--- src/sv/sacr_pkg.sv ---
// Shared constants, types and helper functions of the cache replacement block.
`default_nettype none
package sacr_pkg;

    localparam int ADDR_W         = 64;
    localparam int STAMP_W        = 32;
    localparam int POLICY_W       = 2;
    localparam int WAY_OUT_W      = 3;

    localparam int CACHE_BYTES_DEF = 64;
    localparam int BLOCK_BYTES_DEF = 8;
    localparam int WAYS_DEF        = 2;

    typedef enum logic [POLICY_W-1:0] {
        POL_LRU  = 2'd0,
        POL_FIFO = 2'd1,
        POL_LFU  = 2'd2
    } t_policy;

    function automatic int floor_log2(input int v);
        int n;
        n = 0;
        for (int b = 1; b < 32; b++) begin
            if ((v >> b) != 0) begin
                n = b;
            end
        end
        return n;
    endfunction

    function automatic logic [STAMP_W-1:0] sat_inc(input logic [STAMP_W-1:0] v);
        return (v == '1) ? v : v + STAMP_W'(1);
    endfunction

endpackage
`default_nettype wire

--- src/sv/sacr_if.sv ---
// Handshake interfaces for the address request and the lookup result channels.
`default_nettype none
interface sacr_req_if;
    logic                        valid;
    logic                        ready;
    logic [sacr_pkg::ADDR_W-1:0] addr;

    modport source (output valid, output addr, input ready);
    modport sink   (input valid, input addr, output ready);
endinterface

interface sacr_rsp_if;
    logic                           valid;
    logic                           ready;
    logic                           hit;
    logic [sacr_pkg::WAY_OUT_W-1:0] way_used;
    logic                           evicted_valid;
    logic [sacr_pkg::STAMP_W-1:0]   hit_count;
    logic [sacr_pkg::STAMP_W-1:0]   miss_count;

    modport source (output valid, output hit, output way_used, output evicted_valid,
                    output hit_count, output miss_count, input ready);
    modport sink   (input valid, input hit, input way_used, input evicted_valid,
                    input hit_count, input miss_count, output ready);
endinterface
`default_nettype wire

--- src/sv/set_assoc_cache_replacement.sv ---
// Set-associative tag store: looks up one address word per cycle when not
// stalled and, on a miss, fills a free way or else picks a victim by LRU,
// FIFO or LFU. One row of the set RAM holds all ways of a set. An accepted
// address reads its set row at the accept edge; the stage that holds the
// address then compares tags, picks the way and, when it advances, writes
// the row back and loads the result into the output register. A new word
// is taken every cycle while the output is drained. A back-to-back access
// to the same set takes the row forwarded from the write-back. After reset
// a clearing pass writes each of the 2**floor(log2(sets)) set rows (4 with
// the defaults), and no word is taken during it; policy writes are taken
// at any time.
`default_nettype none
module set_assoc_cache_replacement #(
    parameter int CACHE_BYTES = sacr_pkg::CACHE_BYTES_DEF,
    parameter int BLOCK_BYTES = sacr_pkg::BLOCK_BYTES_DEF,
    parameter int WAYS        = sacr_pkg::WAYS_DEF
) (
    input  wire logic                          i_clk,
    input  wire logic                          i_rst_n,
    input  wire logic                          i_cfg_we,
    input  wire logic [sacr_pkg::POLICY_W-1:0] i_cfg_wdata,
    sacr_req_if.sink                           i_req,
    sacr_rsp_if.source                         o_rsp
);
    import sacr_pkg::*;

    localparam int OB        = floor_log2(BLOCK_BYTES);
    localparam int SETS_RAW  = CACHE_BYTES / (BLOCK_BYTES * WAYS);
    localparam int NSETS     = (SETS_RAW < 1) ? 1 : SETS_RAW;
    localparam int IB        = floor_log2(NSETS);
    localparam int SET_DEPTH = 1 << IB;
    localparam int SET_AW    = (IB > 0) ? IB : 1;
    localparam int TAG_SH    = OB + IB;
    localparam int TAG_W     = ADDR_W - TAG_SH;
    localparam int WAY_W     = (WAYS > 1) ? $clog2(WAYS) : 1;
    localparam int ROW_W     = WAYS * (1 + TAG_W + 3 * STAMP_W);
    localparam logic [SET_AW-1:0] SET_MASK = SET_AW'(SET_DEPTH - 1);
    localparam logic [SET_AW-1:0] SET_LAST = SET_AW'(SET_DEPTH - 1);

    t_policy                  r_policy;
    logic                     r_clr_busy;
    logic [SET_AW-1:0]        r_clr_idx;
    logic                     r_s1_valid;
    logic [ADDR_W-1:0]        r_s1_addr;
    logic                     r_fwd_hit;
    logic [ROW_W-1:0]         r_fwd_row;
    logic [STAMP_W-1:0]       r_clock;
    logic [STAMP_W-1:0]       r_hit_total;
    logic [STAMP_W-1:0]       r_miss_total;
    logic                     r_out_valid;
    logic                     r_out_hit;
    logic [WAY_OUT_W-1:0]     r_out_way;
    logic                     r_out_evict;
    logic [STAMP_W-1:0]       r_out_hcnt;
    logic [STAMP_W-1:0]       r_out_mcnt;

    logic                     en;
    logic                     s1_adv;
    logic                     in_ready;
    logic                     in_acc;
    logic [ADDR_W-1:0]        in_sh;
    logic [SET_AW-1:0]        in_set;
    logic [ADDR_W-1:0]        s1_sh;
    logic [ADDR_W-1:0]        s1_tsh;
    logic [SET_AW-1:0]        s1_set;
    logic [TAG_W-1:0]         s1_tag;

    logic [ROW_W-1:0]         ram_rdata;
    logic                     ram_we;
    logic [SET_AW-1:0]        ram_waddr;
    logic [ROW_W-1:0]         ram_wdata;
    logic [ROW_W-1:0]         cur_row;

    logic [WAYS-1:0]                  cur_valid;
    logic [WAYS-1:0][TAG_W-1:0]       cur_tag;
    logic [WAYS-1:0][STAMP_W-1:0]     cur_last;
    logic [WAYS-1:0][STAMP_W-1:0]     cur_fill;
    logic [WAYS-1:0][STAMP_W-1:0]     cur_cnt;
    logic [WAYS-1:0]                  n_valid;
    logic [WAYS-1:0][TAG_W-1:0]       n_tag;
    logic [WAYS-1:0][STAMP_W-1:0]     n_last;
    logic [WAYS-1:0][STAMP_W-1:0]     n_fill;
    logic [WAYS-1:0][STAMP_W-1:0]     n_cnt;
    logic [ROW_W-1:0]                 n_row;

    logic                     s1_hit;
    logic                     any_inv;
    logic [WAY_W-1:0]         hit_way;
    logic [WAY_W-1:0]         inv_way;
    logic [WAY_W-1:0]         vic_way;
    logic [WAY_W-1:0]         way_sel;
    logic                     s1_evict;
    logic [STAMP_W-1:0]       n_clock;
    logic [STAMP_W-1:0]       n_hit_total;
    logic [STAMP_W-1:0]       n_miss_total;

    // Handshake and address split
    assign en       = !r_out_valid || o_rsp.ready;
    assign s1_adv   = r_s1_valid && en;
    assign in_ready = !r_clr_busy && (!r_s1_valid || en);
    assign in_acc   = i_req.valid && in_ready;
    assign i_req.ready = in_ready;

    assign in_sh  = i_req.addr >> OB;
    assign in_set = in_sh[SET_AW-1:0] & SET_MASK;
    assign s1_sh  = r_s1_addr >> OB;
    assign s1_set = s1_sh[SET_AW-1:0] & SET_MASK;
    assign s1_tsh = r_s1_addr >> TAG_SH;
    assign s1_tag = s1_tsh[TAG_W-1:0];

    sacr_ram #(
        .WIDTH (ROW_W),
        .DEPTH (SET_DEPTH)
    ) u_set_ram (
        .i_clk   (i_clk),
        .i_we    (ram_we),
        .i_waddr (ram_waddr),
        .i_wdata (ram_wdata),
        .i_re    (in_acc),
        .i_raddr (in_set),
        .o_rdata (ram_rdata)
    );

    assign ram_we    = r_clr_busy || s1_adv;
    assign ram_waddr = r_clr_busy ? r_clr_idx : s1_set;
    assign ram_wdata = r_clr_busy ? '0 : n_row;

    assign cur_row = r_fwd_hit ? r_fwd_row : ram_rdata;
    assign {cur_valid, cur_tag, cur_last, cur_fill, cur_cnt} = cur_row;
    assign n_row = {n_valid, n_tag, n_last, n_fill, n_cnt};

    // Tag compare and victim choice
    always_comb begin
        logic take;
        s1_hit  = 1'b0;
        hit_way = '0;
        any_inv = 1'b0;
        inv_way = '0;
        vic_way = '0;
        take    = 1'b0;
        for (int w = WAYS - 1; w >= 0; w--) begin
            if (cur_valid[w] && (cur_tag[w] == s1_tag)) begin
                s1_hit  = 1'b1;
                hit_way = WAY_W'(w);
            end
            if (!cur_valid[w]) begin
                any_inv = 1'b1;
                inv_way = WAY_W'(w);
            end
        end
        for (int w = 1; w < WAYS; w++) begin
            case (r_policy)
                POL_LRU:  take = cur_last[w] < cur_last[vic_way];
                POL_FIFO: take = cur_fill[w] < cur_fill[vic_way];
                POL_LFU:  take = (cur_cnt[w] < cur_cnt[vic_way]) ||
                                 ((cur_cnt[w] == cur_cnt[vic_way]) &&
                                  (cur_fill[w] < cur_fill[vic_way]));
                default:  take = 1'b0;
            endcase
            if (take) begin
                vic_way = WAY_W'(w);
            end
        end
        if (s1_hit) begin
            way_sel = hit_way;
        end else if (any_inv) begin
            way_sel = inv_way;
        end else begin
            way_sel = vic_way;
        end
        s1_evict = !s1_hit && !any_inv;
    end

    // Row and counter update
    always_comb begin
        n_clock      = sat_inc(r_clock);
        n_hit_total  = s1_hit ? sat_inc(r_hit_total) : r_hit_total;
        n_miss_total = s1_hit ? r_miss_total : sat_inc(r_miss_total);
        n_valid = cur_valid;
        n_tag   = cur_tag;
        n_last  = cur_last;
        n_fill  = cur_fill;
        n_cnt   = cur_cnt;
        if (s1_hit) begin
            n_last[way_sel] = n_clock;
            n_cnt[way_sel]  = sat_inc(cur_cnt[way_sel]);
        end else begin
            n_valid[way_sel] = 1'b1;
            n_tag[way_sel]   = s1_tag;
            n_last[way_sel]  = n_clock;
            n_fill[way_sel]  = n_clock;
            n_cnt[way_sel]   = STAMP_W'(1);
        end
    end

    always_ff @(posedge i_clk) begin
        if (!i_rst_n) begin
            r_policy     <= POL_LRU;
            r_clr_busy   <= 1'b1;
            r_clr_idx    <= '0;
            r_s1_valid   <= 1'b0;
            r_fwd_hit    <= 1'b0;
            r_clock      <= '0;
            r_hit_total  <= '0;
            r_miss_total <= '0;
            r_out_valid  <= 1'b0;
        end else begin
            if (i_cfg_we) begin
                r_policy <= t_policy'(i_cfg_wdata);
            end
            if (r_clr_busy) begin
                r_clr_idx <= r_clr_idx + SET_AW'(1);
                if (r_clr_idx == SET_LAST) begin
                    r_clr_busy <= 1'b0;
                end
            end
            if (in_acc) begin
                r_s1_valid <= 1'b1;
                r_fwd_hit  <= s1_adv && (s1_set == in_set);
            end else if (s1_adv) begin
                r_s1_valid <= 1'b0;
            end
            if (s1_adv) begin
                r_clock      <= n_clock;
                r_hit_total  <= n_hit_total;
                r_miss_total <= n_miss_total;
            end
            if (en) begin
                r_out_valid <= r_s1_valid;
            end
        end
    end

    always_ff @(posedge i_clk) begin
        if (in_acc) begin
            r_s1_addr <= i_req.addr;
            r_fwd_row <= n_row;
        end
        if (s1_adv) begin
            r_out_hit   <= s1_hit;
            r_out_way   <= WAY_OUT_W'(way_sel);
            r_out_evict <= s1_evict;
            r_out_hcnt  <= n_hit_total;
            r_out_mcnt  <= n_miss_total;
        end
    end

    assign o_rsp.valid         = r_out_valid;
    assign o_rsp.hit           = r_out_hit;
    assign o_rsp.way_used      = r_out_way;
    assign o_rsp.evicted_valid = r_out_evict;
    assign o_rsp.hit_count     = r_out_hcnt;
    assign o_rsp.miss_count    = r_out_mcnt;

    a_no_hit_evict: assert property (@(posedge i_clk) disable iff (!i_rst_n)
        r_out_valid |-> !(r_out_hit && r_out_evict))
        else $error("hit reported together with eviction");

    a_clear_blocks: assert property (@(posedge i_clk) disable iff (!i_rst_n)
        r_clr_busy |-> !in_ready)
        else $error("word taken during clearing pass");

    a_miss_step: assert property (@(posedge i_clk) disable iff (!i_rst_n)
        (s1_adv && !s1_hit && (r_miss_total != '1)) |=>
            (r_miss_total == $past(r_miss_total) + STAMP_W'(1)))
        else $error("miss total did not advance");

    a_way_range: assert property (@(posedge i_clk) disable iff (!i_rst_n)
        r_out_valid |-> ({1'b0, r_out_way} < (WAY_OUT_W + 1)'(WAYS)))
        else $error("way out of range");

endmodule
`default_nettype wire

--- src/sv/sacr_ram.sv ---
// Generic single-write, single-read RAM with registered read-first output.
`default_nettype none
module sacr_ram #(
    parameter int WIDTH = 8,
    parameter int DEPTH = 4
) (
    input  wire logic                                   i_clk,
    input  wire logic                                   i_we,
    input  wire logic [(DEPTH > 1 ? $clog2(DEPTH) : 1)-1:0] i_waddr,
    input  wire logic [WIDTH-1:0]                       i_wdata,
    input  wire logic                                   i_re,
    input  wire logic [(DEPTH > 1 ? $clog2(DEPTH) : 1)-1:0] i_raddr,
    output logic      [WIDTH-1:0]                       o_rdata
);

    logic [WIDTH-1:0] r_mem [DEPTH];

    always_ff @(posedge i_clk) begin
        if (i_re) begin
            o_rdata <= r_mem[i_raddr];
        end
        if (i_we) begin
            r_mem[i_waddr] <= i_wdata;
        end
    end

endmodule
`default_nettype wire
--- src/flat_wrapper.sv ---
// flat-port wrapper written by rule: the top's interface ports become plain ports
module set_assoc_cache_replacement_flat import sacr_pkg::*;
#(
    parameter int CACHE_BYTES = sacr_pkg::CACHE_BYTES_DEF,
    parameter int BLOCK_BYTES = sacr_pkg::BLOCK_BYTES_DEF,
    parameter int WAYS        = sacr_pkg::WAYS_DEF
)
  (i_clk, i_rst_n, i_cfg_we, i_cfg_wdata, i_req_valid, i_req_addr, i_req_ready, o_rsp_valid, o_rsp_hit, o_rsp_way_used, o_rsp_evicted_valid, o_rsp_hit_count, o_rsp_miss_count, o_rsp_ready);
  sacr_req_if i_req_i ();
  sacr_rsp_if o_rsp_i ();
  input  wire logic i_clk;
  input  wire logic i_rst_n;
  input  wire logic i_cfg_we;
  input  wire logic [sacr_pkg::POLICY_W-1:0] i_cfg_wdata;
  input wire logic [$bits(i_req_i.valid)-1:0] i_req_valid;
  input wire logic [$bits(i_req_i.addr)-1:0] i_req_addr;
  output wire logic [$bits(i_req_i.ready)-1:0] i_req_ready;
  output wire logic [$bits(o_rsp_i.valid)-1:0] o_rsp_valid;
  output wire logic [$bits(o_rsp_i.hit)-1:0] o_rsp_hit;
  output wire logic [$bits(o_rsp_i.way_used)-1:0] o_rsp_way_used;
  output wire logic [$bits(o_rsp_i.evicted_valid)-1:0] o_rsp_evicted_valid;
  output wire logic [$bits(o_rsp_i.hit_count)-1:0] o_rsp_hit_count;
  output wire logic [$bits(o_rsp_i.miss_count)-1:0] o_rsp_miss_count;
  input wire logic [$bits(o_rsp_i.ready)-1:0] o_rsp_ready;
  assign i_req_i.valid = i_req_valid;
  assign i_req_i.addr = i_req_addr;
  assign i_req_ready = i_req_i.ready;
  assign o_rsp_valid = o_rsp_i.valid;
  assign o_rsp_hit = o_rsp_i.hit;
  assign o_rsp_way_used = o_rsp_i.way_used;
  assign o_rsp_evicted_valid = o_rsp_i.evicted_valid;
  assign o_rsp_hit_count = o_rsp_i.hit_count;
  assign o_rsp_miss_count = o_rsp_i.miss_count;
  assign o_rsp_i.ready = o_rsp_ready;
  set_assoc_cache_replacement #(.CACHE_BYTES(CACHE_BYTES), .BLOCK_BYTES(BLOCK_BYTES), .WAYS(WAYS)) u_core (.i_clk(i_clk), .i_rst_n(i_rst_n), .i_cfg_we(i_cfg_we), .i_cfg_wdata(i_cfg_wdata), .i_req(i_req_i), .o_rsp(o_rsp_i));
endmodule
--- config.mk ---
export PLATFORM = sky130hd
export DESIGN_NAME = set_assoc_cache_replacement_flat
export DESIGN_NICKNAME = d
export VERILOG_FILES = /design/src/sv/sacr_pkg.sv /design/src/sv/sacr_if.sv /design/src/sv/set_assoc_cache_replacement.sv /design/src/sv/sacr_ram.sv /design/src/flat_wrapper.sv
export SDC_FILE = /design/constraint.sdc
export NUM_CORES = 2
export LEC_CHECK = 0
export ABC_AREA = 1
export BUFFER_PORTS_ARGS = -buffer_cell sky130_fd_sc_hd__buf_2
export CORE_ASPECT_RATIO = 1.75
export CORE_MARGIN = 2
export CORE_UTILIZATION = 40
export DETAILED_ROUTE_END_ITERATION = 8
export PLACE_DENSITY = 0.64
export SYNTH_ARGS = -nofsm -noshare
export SYNTH_HDL_FRONTEND = slang
export SYNTH_SLANG_ARGS = --single-unit
--- constraint.sdc ---
create_clock -name i_clk -period 27.4 [get_ports i_clk]
set_input_delay 1.37 -clock i_clk [delete_from_list [all_inputs] [get_ports i_clk]]
set_output_delay 1.37 -clock i_clk [all_outputs]
set_load 0.005 [all_outputs]
==> results.yml <==
sta:
  fmax_mhz: 113
  fin_crit_ps: 8840
  period_share: 0.323
  fin_tns_setup_ps: 0
  maxSlewViolCount: 0
  rsz0062_at_grt: "no"
  tightest_slew_ps: 1350
  setup_viol: 0
  clock-skew-final_ps: 91.5
  hold_violations: 0
  relSlewSlack: 0.0987
clock_tree:
  clk_pin_slew_ps: 70
  cts_tree: "built"
  ctsResizeCount: 0
  cts_buffers: 200
  cts-hold-fix-buffers: 0
  post_cts_buffers: 0
  root_buffer: "clkbuf_16"
  clock_path_buffers: 4
  insertion_delay_ps: 890
  cts_num_sinks: 2104
  cts_max_level: 4
worst_setup_path:
  required_ps: 27980
  cp_slowest_stage_delay_ps: 940
  cp_common_cell: "nand2_1"
  worstPathMaxFanout: 37
  crit_path_end_kind: "register"
  crit_cells: 28
  crit_type: "register to register"
  cp_top_family: "simple AND/OR/NAND/NOR gates"
  worstSetupStartpointType: "register"
  reg2reg_depth: 28
  cp_num_buf_inv: 6
  cpMaxStageDelayCell: "nor4_1"
  crit_arrival_ps: 9420
  ff2ff_setup_slack_ps: 18560
  r2r_end: "u_core.u_set_ram.r_mem[0][21]$_DFFE_PP_"
  timing.rr.start: "u_core.r_fwd_hit$_SDFFE_PN0P_"
die:
  ios: 142
  die_h_um: 636
  fp.coreArea_mm2: 0.228
  start_util: 0.401
  die_w_um: 365
  dieArea_mm2: 0.232
  row_count: 232
synth:
  yosys.area_share.adder: 0.0136
  synth_ff_type: "edfxtp_1"
  syn_area_mm2: 0.0913
  seq_area_frac_synth: 0.680
  synthArstFlopShare: 0
  yosys.area_share.xor_xnor: 0.0128
  synth-seq-cells: 2104
  synth_simple_gate_area_frac: 0.132
  synth_top_family_by_area: "simple AND/OR/NAND/NOR gates"
  synth-compound-area-share: 0.102
  syn_avg_cell_area_um2: 11.2
  synthMuxAreaShare: 0.0121
  netlist_instances: 8141
  synth.distinct_cells: 51
  synth_edf_count: 2000
  ys_warn_count: 0
routing:
  ant_nets: 0
  wl_mm: 246
  drc: 0
  drt-initial-drc-count: 5200
  routed_via_density: 5.43
  firstDrtPassIters: 6
  vias: 61600
  wl_per_cell_um: 21.7
final_layout:
  multiInputGateArea_mm2: 0.0249
  fill_cells: 20800
  area_growth_pct: 10.9
  drive_above_1_share: 0.0834
  finalNetCount: 8313
  final_cell_mix: "edfxtp_1 (2000), nand2_1 (1308), o21ai_0 (938)"
  seqCellArea_mm2: 0.0621
  layout_commonest_cell: "edfxtp_1"
place:
  port_buffers: 136
  gp_congestion: 0.948
  place_hpwl_mm: 142
global_route:
  grt_use_total: 0.206
  antenna_found_initial: 2
  first_global_vias: 61900
  grt.overflow.total: 0
  grt_max_degree: 215
  grt_pass1_wl_mm: 367
power:
  vdd_ir_drop_max_v: 0.0000723
  pwr_density_cell_mw_per_mm2: 76.6
  p_leak_nw: 37.0
  power_mw: 7.75
min_path:
  hold_depth: 2
  hold_end: "u_core.r_clr_idx[0]$_SDFFE_PN0P_"
  hold_path_class: "register to register"
  hold_start: "u_core.r_clr_idx[0]$_SDFFE_PN0P_"
flow_run:
  max_cap_violations: 0
run_status:
  run_status: "complete, no violations"
worst register-to-register path: cells and delay by family (launching register included):
family,cells,cell delay (ps)
adder cells (fa/ha/maj),1,360
flip-flops,1,420
AND/OR/NAND/NOR,18,4290
buffers and inverters,6,2540
AO/OA/AOI/OAI,3,970
routing by layer:
metal	up-vias	global-route usage	wire, um
li1	28600	-	-
met1	30300	0.232	91900
met2	2085	0.375	127000
met3	576	0.0244	12600
met4	0	0.113	14000
met5	-	0	0
logic make-up after synthesis:
| family | count (synthesis) |
|---|---|
| AOI/OAI and AO/OA | 1718 |
| xor gates and xnor gates | 133 |
| adders and majority gates | 99 |
| buffers and inverters | 1103 |
| DFF | 2104 |
| muxes | 110 |
| other | 1 |
| and+or+nand+nor | 2873 |
synth_stat cells, types with 22 or more instances:
cell,count,area [um2]
o21ai_1,25,125
edfxtp_1,2000,60100
ha_1,99,1240
nand3_1,202,1010
nor3_1,74,370
clkbuf_1,350,1310
buf_1,22,82.6
a21oi_1,326,1630
nor4_1,53,332
nand4_1,84,526
o22ai_1,312,1950
a211oi_1,80,601
buf_2,22,110
nor2_1,934,3510
inv_1,668,2510
or2_2,145,907
mux2i_1,109,1090
o21ai_0,938,4690
dfxtp_1,104,2080
xor2_1,125,1090
nand2_1,1309,4910
state kept, by name, summed over array words and instances, names as in the netlist:
| signal | cells |
|---|---|
| u_core.o_rsp.evicted_valid | 1 |
| u_core.o_rsp.hit | 1 |
| u_core.o_rsp.hit_count | 32 |
| u_core.o_rsp.miss_count | 32 |
| u_core.o_rsp.valid | 1 |
| u_core.o_rsp.way_used | 1 |
| u_core.r_clock | 32 |
| u_core.r_clr_busy | 1 |
| u_core.r_clr_idx | 2 |
| u_core.r_fwd_hit | 1 |
| u_core.r_fwd_row | 312 |
| u_core.r_hit_total | 32 |
| u_core.r_miss_total | 32 |
| u_core.r_policy | 2 |
| u_core.r_s1_addr | 61 |
| u_core.r_s1_valid | 1 |
| u_core.u_set_ram.o_rdata | 312 |
| u_core.u_set_ram.r_mem | 1248 |
power breakdown:
group	switching, mW	total [mW]	internal [mW]
Combinational	0.705	0.901	0.196
Clock	1.19	2.73	1.54
Sequential	0.0976	4.12	4.02
Total	1.99	7.75	5.76
worst max path at each step:
| stage | to | startpoint |
|---|---|---|
| after global routing | u_core.u_set_ram.r_mem[0][21]$_DFFE_PP_ | u_core.r_fwd_hit$_SDFFE_PN0P_ |
| after detailed placement | u_core.u_set_ram.r_mem[0][21]$_DFFE_PP_ | u_core.r_fwd_hit$_SDFFE_PN0P_ |
| after CTS | u_core.u_set_ram.r_mem[0][21]$_DFFE_PP_ | u_core.r_fwd_hit$_SDFFE_PN0P_ |
| final | u_core.u_set_ram.r_mem[0][21]$_DFFE_PP_ | u_core.r_fwd_hit$_SDFFE_PN0P_ |
| after global placement | u_core.u_set_ram.r_mem[0][22]$_DFFE_PP_ | u_core.r_fwd_hit$_SDFFE_PN0P_ |
| after floorplan | u_core.u_set_ram.r_mem[1][0]$_DFFE_PP_ | o_rsp_ready |
metrics by stage:
| stage | utilization | cells | hold slack [ps] | setup slack, ps | area (um2) |
|---|---|---|---|---|---|
| 6_report | 0.445 | 11300 | 496 | 18560 | 101000 |
| 5_1_grt | 0.445 | 11300 | 534 | 18140 | 101000 |
| 4_1_cts | 0.445 | 11300 | 491 | 18600 | 101000 |
| 3_5_place_dp | 0.417 | 11000 | 481 | 18630 | 94900 |
| 3_3_place_gp | 0.417 | 11000 | 483 | 18750 | 94900 |
| 2_1_floorplan | - | 8142 | 460 | 3060 | 91300 |
final cells by class:
cell class	count	area share
clock inverters	111	0.0101
repair buffers	217	0.0143
inverters	685	0.0258
diodes	2	0.0000494
flip-flops and latches	2104	0.614
well taps	3042	0.0376
clock buffers	245	0.0521
multi-input cells	4935	0.246
No activity file was read; power rests on OpenSTA's default activity.
